$ cat src/rtl/chgs_ram.sv
// ============================================================================
// chgs_ram
// Generic single-write, single-read RAM with registered read data.
// ============================================================================
module chgs_ram #(
    parameter int WIDTH = 8,
    parameter int DEPTH = 16
) (
    input  logic                     i_clk,
    input  logic                     i_we,
    input  logic [$clog2(DEPTH)-1:0] i_waddr,
    input  logic [WIDTH-1:0]         i_wdata,
    input  logic [$clog2(DEPTH)-1:0] i_raddr,
    output logic [WIDTH-1:0]         o_rdata
);

    logic [WIDTH-1:0] r_mem [DEPTH];
    logic [WIDTH-1:0] r_rdata;

    always_ff @(posedge i_clk) begin
        if (i_we) begin
            r_mem[i_waddr] <= i_wdata;
        end
        r_rdata <= r_mem[i_raddr];
    end

    assign o_rdata = r_rdata;

endmodule

$ cat config.mk
export PLATFORM = sky130hd
export DESIGN_NAME = chgs_ram
export DESIGN_NICKNAME = d
export VERILOG_FILES = /design/src/rtl/chgs_ram.sv
export SDC_FILE = /design/constraint.sdc
export NUM_CORES = 1
export LEC_CHECK = 0
export BUFFER_PORTS_ARGS = -buffer_cell sky130_fd_sc_hd__buf_2
export CAP_MARGIN = 40
export CORE_UTILIZATION = 45
export DETAILED_ROUTE_END_ITERATION = 6
export SKIP_CTS_REPAIR_TIMING = 1
export SLEW_MARGIN = 25
export SYNTH_ARGS = -nofsm -noshare
export SYNTH_HDL_FRONTEND = slang
export SYNTH_SLANG_ARGS = --single-unit
$ cat constraint.sdc
create_clock -name i_clk -period 2.1 [get_ports i_clk]
set_clock_uncertainty 0.1 [all_clocks]
set_input_delay 0.315 -clock i_clk [delete_from_list [all_inputs] [get_ports i_clk]]
set_output_delay 0.315 -clock i_clk [all_outputs]
set_load 0.01 [all_outputs]
Word level (Yosys, flattened, before mapping):

Memory sizes are Yosys's and may differ from the RTL's. A register that Yosys moved wholly into a read port is not among the register bits.
Index checks and enable logic that the tools add are counted.

* memory bits (writable): 128
* output and inout port bits: 8
* logic and storage cells: 3
* flip-flop bits (word level): 0
* memories kept: 1
* bits of input ports: 18

Memory list
* r_mem: depth 16, bits a word 8, rd ports 1, clocked after Yosys merged registers in 1, wr ports 1, RTL line 17 `logic [WIDTH-1:0] r_mem [DEPTH];`

* muxes and demuxes: 2

Operators by type and width (number)
* 2-to-1 mux 1 bit: 2

Logic depth before layout (Yosys ltp):

* word-level depth: 2
* mapped depth: 5
* depth with buffers taken out: 3

Worst setup path before layout:

OpenSTA, ideal clock, no wires.

* path type: in2reg
* start: input i_waddr[2]
* end: memory r_mem[0][0], enable pin
* library setup time: 0.383 ns
* path slack: 0.192 ns
* stages: 2
* data arrival time: 1.425 ns
* data required time: 1.617 ns
* buffers on the path: 0
* path through: or3b_2 nor3_1

RTL lines
* start, declared: RTL line 11 `input logic [$clog2(DEPTH)-1:0] i_waddr,`
* end, declared: RTL line 17

Straight into the memory's write port.

==> flow_metrics.env <==
export IMPL_finalSetupViolCount=0
export IMPL_synth_edf_count=128
export IMPL_power_density_nw_per_um2=1040
export IMPL_antenna_found_initial=0
export IMPL_max_cap_violations=0
export IMPL_critPathCaptureType="register"
export IMPL_start_kind="register"
export IMPL_r2r_cells=3
export IMPL_ir_worst_vdd_uv=715
export IMPL_synth_top_cell_area_share_pct=74.7
export IMPL_worstPathCellList="mux4_1 -> a22oi_1 -> nand2_1"
export IMPL_max_slew_margin_rel_pct=65.3
export IMPL_drt_initial_drc_count=166
export IMPL_holdCritStartpoint="i_wdata[4]"
export IMPL_dieArea_um2=11900
export IMPL_vias_per_cell=5.50
export IMPL_yosys_top_cells_count="128 x edfxtp_1, 18 x mux4_2, 16 x a22oi_1, 14 x mux4_1, 13 x nor2_1"
export IMPL_place_gp_congestion=0.699
export IMPL_grt_usage_pct=19.0
export IMPL_die_h_um=109
export IMPL_wire_per_inst_um=22.8
export IMPL_reg2reg_from="r_mem[1][0]$_DFFE_PP_"
export IMPL_ys_seq_area_share_pct=77.8
export IMPL_cp_arrival_ns=1.66
export IMPL_synth_seq_cells=136
export IMPL_critical_path_buf_inv_count=0
export IMPL_fin_crit_ns=1.48
export IMPL_clock_power_share_pct=48.0
export IMPL_htreeDepth=4
export IMPL_nFillCells=796
export IMPL_finalCritPeriodShare_pct=70.6
export IMPL_hold_ws_ns=0.198
export IMPL_rrSetupSlack_ns=0.62
export IMPL_p_leak_nw=2.13
export IMPL_slowest_stage="mux4_1"
export IMPL_cp_top_family="multiplexers"
export IMPL_dp_hpwl_um=6340
export IMPL_synth_ff_type="edfxtp_1"
export IMPL_crit_fanout=1
export IMPL_max_freq_mhz=675
export IMPL_rsz0062_at_grt="no"
export IMPL_syn_cell_area_um2=5150
export IMPL_syn_avg_cell_area_um2=22.5
export IMPL_ant_nets=0
export IMPL_cpPeakStageDelay_ns=0.52
export IMPL_grt_max_degree=33
export IMPL_design_power_total_w=0.00644
export IMPL_required_ns=2.28
export IMPL_cts_tree="yes"
export IMPL_path_depth=3
export IMPL_syn_num_nets=247
export IMPL_switching_share_pct=19.8
export IMPL_switchingPower_w=0.00127
export IMPL_overflow=0
export IMPL_coreArea_um2=11000
export IMPL_cts_root_buf="clkbuf_16"
export IMPL_yosysTopAreaCell="edfxtp_1"
export IMPL_seqPwrFrac_pct=47.4
export IMPL_finalNonFillerCells=440
export IMPL_final_hold_viol_count=0
export IMPL_tightestPinTransition_ns=0.519
export IMPL_rows=38
export IMPL_criticalPathCategory="register to register"
export IMPL_synth_cells=229
export IMPL_status="finished, final reports clean"
export IMPL_p_int_w=0.00517
export IMPL_io_pins=26
export IMPL_drive_above_1_share_pct=32.7
export IMPL_endpoint="o_rdata[0]$_DFF_P_"
export IMPL_timing_rr_end="o_rdata[0]$_DFF_P_"
export IMPL_ys_warn_count=0
export IMPL_synthArstFlopShare_pct=0
export IMPL_clock_latency_ns=0.40
export IMPL_grt_pass1_vias=2440
export IMPL_yosysMostFrequentCell="edfxtp_1"
export IMPL_die_x_um=109
export IMPL_io_buffers=25
export IMPL_cts_made_buffers=17
export IMPL_start_util_pct=46.9
export IMPL_clkTransAtPathRegs_ns=0.06
export IMPL_drt_pass1_iterations=4
export IMPL_drc=0
export IMPL_dr_total_vias=2421
export IMPL_yosysUniqueCellTypes=19
export IMPL_p_comb_share_pct=4.5
export IMPL_crit_start="r_mem[1][0]$_DFFE_PP_"
export IMPL_syn2layout_area_growth_pct=20.6
export IMPL_dp_cells=408
export IMPL_fin_nets=305
export IMPL_clock_path_buffers=2
export IMPL_layout_setup_ws_ns=0.618
export IMPL_finalSetupTns_ns=0
export IMPL_routed_wl_um=10000
export IMPL_pre_cts_ws_ns=0.182
export IMPL_cts_sinks=136
export IMPL_drv_slew=0
export IMPL_synth_area_leaders="edfxtp_1 75%, mux4_2 7.9%, mux4_1 7.1%, dfxtp_1 3.1%, a22oi_1 2.3%"
export IMPL_grt_pass1_wl_um=15200
export IMPL_hold_path_class="input port to register"
export IMPL_diodes=0
==> power by group through the flow <==
stage	logic (W)	registers [W]	clock network, W
floorplan	0.000154	0.00311	0
finish	0.000291	0.00305	0.00309
global route	0.000319	0.00306	0.00327
detailed placement	0.000296	0.00311	0
global placement	0.000292	0.00311	0
CTS	0.000297	0.00306	0.00314
==> final cells by class <==
cell class | count | area (um^2) | share of cell area [%]
sequential | 136 | 4000 | 64.5
clock inverter | 13 | 196 | 3.16
tap | 140 | 175 | 2.82
multi-input combinational | 83 | 1060 | 17.0
timing repair buffer | 49 | 343 | 5.52
clock buffer | 19 | 433 | 6.97
==> state kept, by name (all words and copies together), names as in the netlist <==
name and flops:
r_mem 128, o_rdata 8
==> worst min path at each step <==
stage | end | slack (ns) | cells past startpoint
6_report | r_mem[6][4]$_DFFE_PP_ | 0.20 | 1
5_1_grt | r_mem[4][4]$_DFFE_PP_ | 0.19 | 1
4_1_cts | r_mem[6][4]$_DFFE_PP_ | 0.18 | 1
3_5_place_dp | o_rdata[2]$_DFF_P_ | 0.55 | 3
3_3_place_gp | o_rdata[2]$_DFF_P_ | 0.55 | 3
2_1_floorplan | r_mem[0][0]$_DFFE_PP_ | 0.31 | 0
==> worst register-to-register path: cells and delay by family (launching register included) <==
kind / cells / cell delay [ns]
mux: 1 / 0.52
compound gates: 1 / 0.27
flops: 1 / 0.37
simple gates: 1 / 0.10
==> placed cells by master, fill, tap and decap left out, types with 3 or more instances in the layout <==
cell type / instances
clkbuf_16: 17
nor2_1: 13
buf_2: 25
a22oi_1: 16
nor3_1: 4
mux4_1: 14
edfxtp_1: 128
nand2_1: 9
buf_4: 21
dfxtp_1: 8
clkinv_4: 5
bufinv_16: 4
buf_12: 3
mux4_2: 18
==> per-layer routing <==
metal	vias to the layer above	GRT usage [%]	share of wire (%)
li1	1089	-	-
met1	1251	27.7	45
met2	74	28.7	49
met3	7	3.23	5.0
met4	0	7.53	1.0
met5	-	0	0
==> cells by family (layout without fill, tap and decap cells) <==
logic type | count (synthesis) | count (layout) | synth area share (%)
AOI/OAI and AO/OA | 16 | 16 | 2.33
buffers and inverters | 10 | 81 | 1.68
and+or+nand+nor | 35 | 35 | 3.18
DFF | 136 | 136 | 77.8
muxes | 32 | 32 | 15.0
==> through the flow <==
stage | area, um^2 | util (%)
floorplan | 5150 | -
global placement | 5580 | 50.8
detailed placement | 5580 | 50.8
CTS | 6210 | 56.5
global route | 6210 | 56.5
finish | 6210 | 56.5
Note: power is estimated with default switching activity, not from simulation.
