[config.mk]
export PLATFORM = sky130hd
export DESIGN_NAME = chgs_alu
export DESIGN_NICKNAME = d
export VERILOG_FILES = /design/src/rtl/chgs_pkg.sv /design/src/rtl/chgs_alu.sv
export SDC_FILE = /design/constraint.sdc
export NUM_CORES = 2
export LEC_CHECK = 0
export ABC_AREA = 1
export BUFFER_PORTS_ARGS = -buffer_cell sky130_fd_sc_hd__buf_4
export CAP_MARGIN = 20
export CORE_MARGIN = 2
export CORE_UTILIZATION = 25
export DETAILED_ROUTE_END_ITERATION = 12
export PLACE_DENSITY_LB_ADDON = 0.2
export SLEW_MARGIN = 20
export SYNTH_ARGS = -nofsm -noshare
export SYNTH_HDL_FRONTEND = slang
export SYNTH_SLANG_ARGS = --single-unit
[constraint.sdc]
create_clock -name i_clk -period 17.9 [get_ports i_clk]
set_clock_uncertainty 0.1 [all_clocks]
set_input_delay 0 -clock i_clk [delete_from_list [all_inputs] [get_ports i_clk]]
set_output_delay 0 -clock i_clk [all_outputs]
set_load 0.02 [all_outputs]
[src/rtl/chgs_pkg.sv]
// ============================================================================
// chgs_pkg
// Shared constants and types for the Graham-scan convex hull block.
// ============================================================================
package chgs_pkg;

    localparam int MAX_POINTS = 1024;
    localparam int COORD_BITS = 31;
    localparam int FIELD_W    = 31;
    localparam int OID_W      = 11;
    localparam int IN_DATA_W  = 64;
    localparam int OUT_DATA_W = 16;
    localparam int IDX_W      = $clog2(MAX_POINTS);
    localparam int CNT_W      = $clog2(MAX_POINTS + 1);
    localparam int DW         = COORD_BITS + 1;
    localparam int PROD_W     = 2 * DW;
    localparam int ACC_W      = PROD_W + 1;
    localparam int PT_W       = 2 * COORD_BITS + IDX_W;

    typedef struct packed {
        logic [IDX_W-1:0]      id;
        logic [COORD_BITS-1:0] y;
        logic [COORD_BITS-1:0] x;
    } t_point;

    typedef struct packed {
        logic          start;
        logic          sub;
        logic [DW-1:0] a1;
        logic [DW-1:0] b1;
        logic [DW-1:0] a2;
        logic [DW-1:0] b2;
    } t_alu_req;

    typedef struct packed {
        logic             done;
        logic [ACC_W-1:0] value;
    } t_alu_rsp;

endpackage

[src/rtl/chgs_alu.sv]
// ============================================================================
// chgs_alu
// Shared multiply-accumulate unit: a1*b1 +/- a2*b2 on one multiplier.
// ============================================================================
module chgs_alu (
    input  logic               i_clk,
    input  logic               i_rst_n,
    input  chgs_pkg::t_alu_req i_req,
    output chgs_pkg::t_alu_rsp o_rsp
);

    typedef enum logic [4:0] {
        A_IDLE = 5'b00001,
        A_MUL1 = 5'b00010,
        A_MUL2 = 5'b00100,
        A_ACC  = 5'b01000,
        A_DONE = 5'b10000
    } t_alu_st;

    t_alu_st r_st, n_st;
    logic                        r_sub;
    logic [chgs_pkg::DW-1:0]     r_a1, r_b1, r_a2, r_b2;
    logic [chgs_pkg::PROD_W-1:0] r_prod;
    logic [chgs_pkg::ACC_W-1:0]  r_acc;
    logic [chgs_pkg::DW-1:0]     m_a, m_b;
    logic signed [chgs_pkg::PROD_W-1:0] mul_p;
    logic signed [chgs_pkg::ACC_W-1:0]  prod_ext;

    assign m_a      = (r_st == A_MUL1) ? r_a1 : r_a2;
    assign m_b      = (r_st == A_MUL1) ? r_b1 : r_b2;
    assign mul_p    = $signed(m_a) * $signed(m_b);
    assign prod_ext = chgs_pkg::ACC_W'($signed(r_prod));

    always_comb begin
        n_st = r_st;
        unique case (r_st)
            A_IDLE: if (i_req.start) n_st = A_MUL1;
            A_MUL1: n_st = A_MUL2;
            A_MUL2: n_st = A_ACC;
            A_ACC:  n_st = A_DONE;
            A_DONE: n_st = i_req.start ? A_MUL1 : A_IDLE;
            default: n_st = A_IDLE;
        endcase
    end

    always_ff @(posedge i_clk) begin
        if (!i_rst_n) begin
            r_st <= A_IDLE;
        end else begin
            r_st <= n_st;
        end
    end

    always_ff @(posedge i_clk) begin
        if ((r_st == A_IDLE || r_st == A_DONE) && i_req.start) begin
            r_sub <= i_req.sub;
            r_a1  <= i_req.a1;
            r_b1  <= i_req.b1;
            r_a2  <= i_req.a2;
            r_b2  <= i_req.b2;
        end
        if (r_st == A_MUL1 || r_st == A_MUL2) begin
            r_prod <= mul_p;
        end
        if (r_st == A_MUL2) begin
            r_acc <= prod_ext;
        end else if (r_st == A_ACC) begin
            r_acc <= r_sub ? ($signed(r_acc) - prod_ext) : ($signed(r_acc) + prod_ext);
        end
    end

    assign o_rsp.done  = (r_st == A_DONE);
    assign o_rsp.value = r_acc;

endmodule

Word level (Yosys, flattened, before mapping)

Index checks and enable logic that the tools add are counted.

Output and inout bits: 66
Input port bits: 132
Word-level logic and storage cells: 29
Flip-flop bits (word level): 263

Muxes and demuxes: 8
Eq/ne operators: 6
Reduce and logical (&&, ||, !) cells: 4
Multipliers: 1
Add/sub/neg operators: 2

Operators by type and width:

| kind                                                | count |
|---|---|
| two-way mux 65 bit                                  | 3 |
| adder 65 x 64 -> 65 bit                             | 1 |
| subtractor 65 x 64 -> 65 bit                        | 1 |
| multiplier 32 x 32 -> 64 bit                        | 1 |
| two-way mux 32 bit                                  | 2 |
| case mux 5 bit (5 select lines)                     | 1 |
| equality test 5 x 1 -> 1 bit, second input constant | 1 |
| equality test 5 x 2 -> 1 bit, second input constant | 1 |
| equality test 5 x 3 -> 1 bit, second input constant | 1 |
| equality test 5 x 4 -> 1 bit, second input constant | 1 |
| equality test 5 bit, second input constant          | 1 |
| two-way mux 5 bit                                   | 1 |
| logical OR 1 bit                                    | 2 |
| two-way mux 2 bit                                   | 1 |
| inequality test 2 bit, second input constant        | 1 |
| nonzero test 2 bit                                  | 1 |
| logical AND 1 bit                                   | 1 |

Depth between registers and ports, before layout

Depth in word-level cells: 4
Gate-level depth with buffers: 36
Gate-level depth less buffers: 33

Worst setup path before layout

OpenSTA, ideal clock, no wires.

Path type: flip-flop to flip-flop
From: register r_st[2]
To: register r_prod[62] (netlist name), data pin
Clock period less this slack: 8.052 ns
Data required time: 17.548 ns
Library setup time: 0.252 ns
Cell stages (with the launch flop): 30
Path slack: 9.848 ns
Arrival: 7.700 ns
Buffers on the path: 2
Path through: dfxtp_1 nor2_4 nand4_4 buf_4 o21ai_4 inv_2 buf_2 nor2_1 fa_1 fa_1 fa_1 inv_1 fa_1 inv_1 fa_1 fa_1 inv_1 fa_1 inv_1 fa_1 ha_1 nand2_1 nor2_1 inv_1 nor4_1 nand2_1 nor3_1 nand2_1 nand3_1 nand2_1

Longest elaborated chain between the ends: 3
Elaborated cells on any way between the ends: 4
Classes of those cells: mul (1); eq/ne (1); mux (2)

Ends and longest elaborated chain:

| element                                      | line                           | RTL |
|---|---|---|
| start: declaration                           | chgs_alu.sv:20                 | `t_alu_st r_st, n_st;` |
| start signal: assignment                     | chgs_alu.sv:50                 | `r_st <= n_st;` |
| equality test 5 x 2 -> 1 bit (*)             | chgs_alu.sv:29, chgs_alu.sv:30 |  |
| two-way mux 32 bit, on equally long branches | chgs_alu.sv:29, chgs_alu.sv:30 |  |
| multiplier 32 x 32 -> 64 bit (*)             | chgs_alu.sv:31                 | `assign mul_p = $signed(m_a) * $signed(m_b);` |
| via mul_p (one bit)                          | chgs_alu.sv:26                 | `logic signed [chgs_pkg::PROD_W-1:0] mul_p;` |
| end signal: assignment                       | chgs_alu.sv:63                 | `r_prod <= mul_p;` |
| end: declaration                             | chgs_alu.sv:23                 | `logic [chgs_pkg::PROD_W-1:0] r_prod;` |

The timed path passes the listed nets; every way through them passes the cells marked *.
A chain may end at the register's enable or synchronous reset.

Final worst setup path

From: register r_st[4]
To: register r_prod[56] (netlist name), data pin

Same word-level chain as after synthesis.

==> results_dict.tcl <==
set metrics [dict create \
    relSlewSlack 0.298 \
    die_w_um 467 \
    postCtsSetupBuffers 0 \
    holdWs_ns 0.0161 \
    start_util 0.251 \
    antenna_cells 0 \
    clk_pin_slew_ns 0.06 \
    coreArea_um2 214000 \
    synth_nets 7922 \
    layoutNonFillerInstCount 9682 \
    yosysTopAreaCell "fa_1" \
    ys_async_sr_fraction 0 \
    postSynthCellCount 6458 \
    seq_area_frac_synth 0.146 \
    layout_worst_path_cycle_share 0.624 \
    cp-start-kind "flip-flop" \
    die-area_um2 218000 \
    placed_area_um2 58200 \
    max_freq_mhz 89.5 \
    syn_avg_cell_area_um2 8.30 \
    cts_tree "yes" \
    drtIter0Drc 2727 \
    drtPass1Iterations 6 \
    finish.net_count 8279 \
    clk_latency_ns 0.63 \
    antenna_found_initial 1 \
    synth_seq_cells 263 \
    min_period_ns 11.18 \
    tightest_slew_ns 1.05 \
    grt_pass1_vias 47500 \
    wl_met3_um 10400 \
    cts_resized 0 \
    r2r_slack_ns 6.72 \
    reg2reg_to "r_prod[56]" \
    min_from "i_req[41]" \
    cts_buffer_depth 3 \
    place_inst 9368 \
    stdcell_area_um2 61800 \
    synth_flop_cell "edfxtp_1" \
    rsz0062_at_grt "no" \
    path_common_cell "fa_1" \
    dpl.hpwl_um 174000 \
    r2r_start "r_st[4]" \
    overflow 0 \
    drc 0 \
    gp_congestion 0.923 \
    min_to "r_a2[9]" \
    min_path_type "input pin to flip-flop" \
    worstSetupPathType "flip-flop to flip-flop" \
    yosys_warnings 0 \
    cp_slowest_cell "buf_4" \
    port_buffers 197 \
    cp_num_buf_inv 10 \
    htreeDepth 2 \
    drive_above_1_share 0.0672 \
    final_common_cell "inv_1" \
    final_cell_mix "inv_1, nand2_1, fa_1" \
    wire_per_inst_um 21.7 \
    r2r_cells 29 \
    grt_pass1_wl_um 313000 \
    io_pins 198 \
    via_per_inst 4.50 \
    synth_edf_count 258 \
    antenna_left 0 \
    die_h_um 467 \
    track_usage 0.194 \
    grt_max_degree 69 \
    worstPathRequired_ns 18.17 \
    top_layer_used "met4" \
    syn_area_um2 53600 \
    dr_total_vias 43600 \
    met1Wirelength_um 93800 \
    synth_top_area_frac 0.404 \
    status "finished clean" \
    cp_max_fo 58 \
    cts.sinks 263 \
    setup_viol 0 \
    rows 170 \
    max_stage_delay_ns 0.87 \
    path_delay_family "adder cells" \
    ys_types 50 \
    cap_violations 0 \
    met2WireLength_um 98300 \
    report.final.slew_viol_count 0 \
    crit_arrival_ns 11.44 \
    area_growth_pct 15.2 \
    whs_path_depth 2 \
    hold_viol 0 \
    wl_um 210000 \
    numCtsBuffers 38 \
    tns_ns 0 \
    netlist_top_cells_area "fa_1, edfxtp_1, inv_1" \
    worst_setup_path_end_kind "flip-flop" \
    cts_root_buf "clkbuf_16" \
]
through the flow:
stage / setup WS (ns) / utilization
6_report: 6.72 / 0.289
3_5_place_dp: 6.67 / 0.272
2_1_floorplan: 9.85 / -
3_3_place_gp: 6.68 / 0.272
4_1_cts: 6.67 / 0.289
5_1_grt: 6.19 / 0.289
final cells by class:
type                    instances  area, µm²
multi-input cells            4499      39200
well taps                    2838       3550
flip-flops and latches        263       7850
inverters                    1517       5690
clock buffers                  47       1010
repair buffers                496       4340
fillers                     23200     152000
clock inverters                22        151
cell usage after synthesis, types with 22 or more instances:
master / count
nand2_1: 1402
nor2_1: 867
nor3_1: 37
o21ai_1: 22
inv_2: 52
buf_2: 135
nand3_1: 171
inv_1: 1463
o21ai_0: 149
nand4_1: 49
o21ai_4: 37
xnor2_1: 39
a21oi_1: 169
fa_1: 1083
ha_1: 249
edfxtp_1: 258
xor2_1: 87
state kept, by name, summed over array words and instances (netlist names):
signal  flops
r_a1       32
r_sub       1
r_b2       32
r_a2       32
r_prod     64
r_st        5
r_acc      65
r_b1       32
worst max-delay path by stage:
stage            start  slack (ns)  depth (start not counted)    endpoint
3_3_place_gp   r_st[4]        6.68                         29  r_prod[56]
5_1_grt        r_st[4]        6.19                         29  r_prod[62]
3_5_place_dp   r_st[4]        6.67                         29  r_prod[56]
6_report       r_st[4]        6.72                         29  r_prod[56]
2_1_floorplan  r_st[2]        9.85                         29  r_prod[62]
4_1_cts        r_st[4]        6.67                         29  r_prod[56]
routing by layer:
metal	vias to the layer above	global-route usage
met3	264	0.0261
met2	1258	0.326
met1	22200	0.258
met4	0	0.0620
li1	19900	-
met5	-	0
logic make-up (layout without fill, tap and decap cells):
family                   after synthesis  after routing  synth area share
AO/OA/AOI/OAI                        448            448            0.0531
multiplexers                           1              1          0.000210
XOR/XNOR                             126            126            0.0206
buffers and inverters               1696           2082             0.124
adder cells (fa/ha/maj)             1332           1332             0.462
flip-flops                           263            263             0.146
AND/OR/NAND/NOR                     2592           2592             0.194
what timing repair did:
item,in CTS,in global routing
setup endpoints to repair,0,0
hold buffers,245,0
hold endpoints to repair,146,0
Power is not shown: default switching activity piles up to over one toggle a cycle in this logic, so the estimate is an artifact.
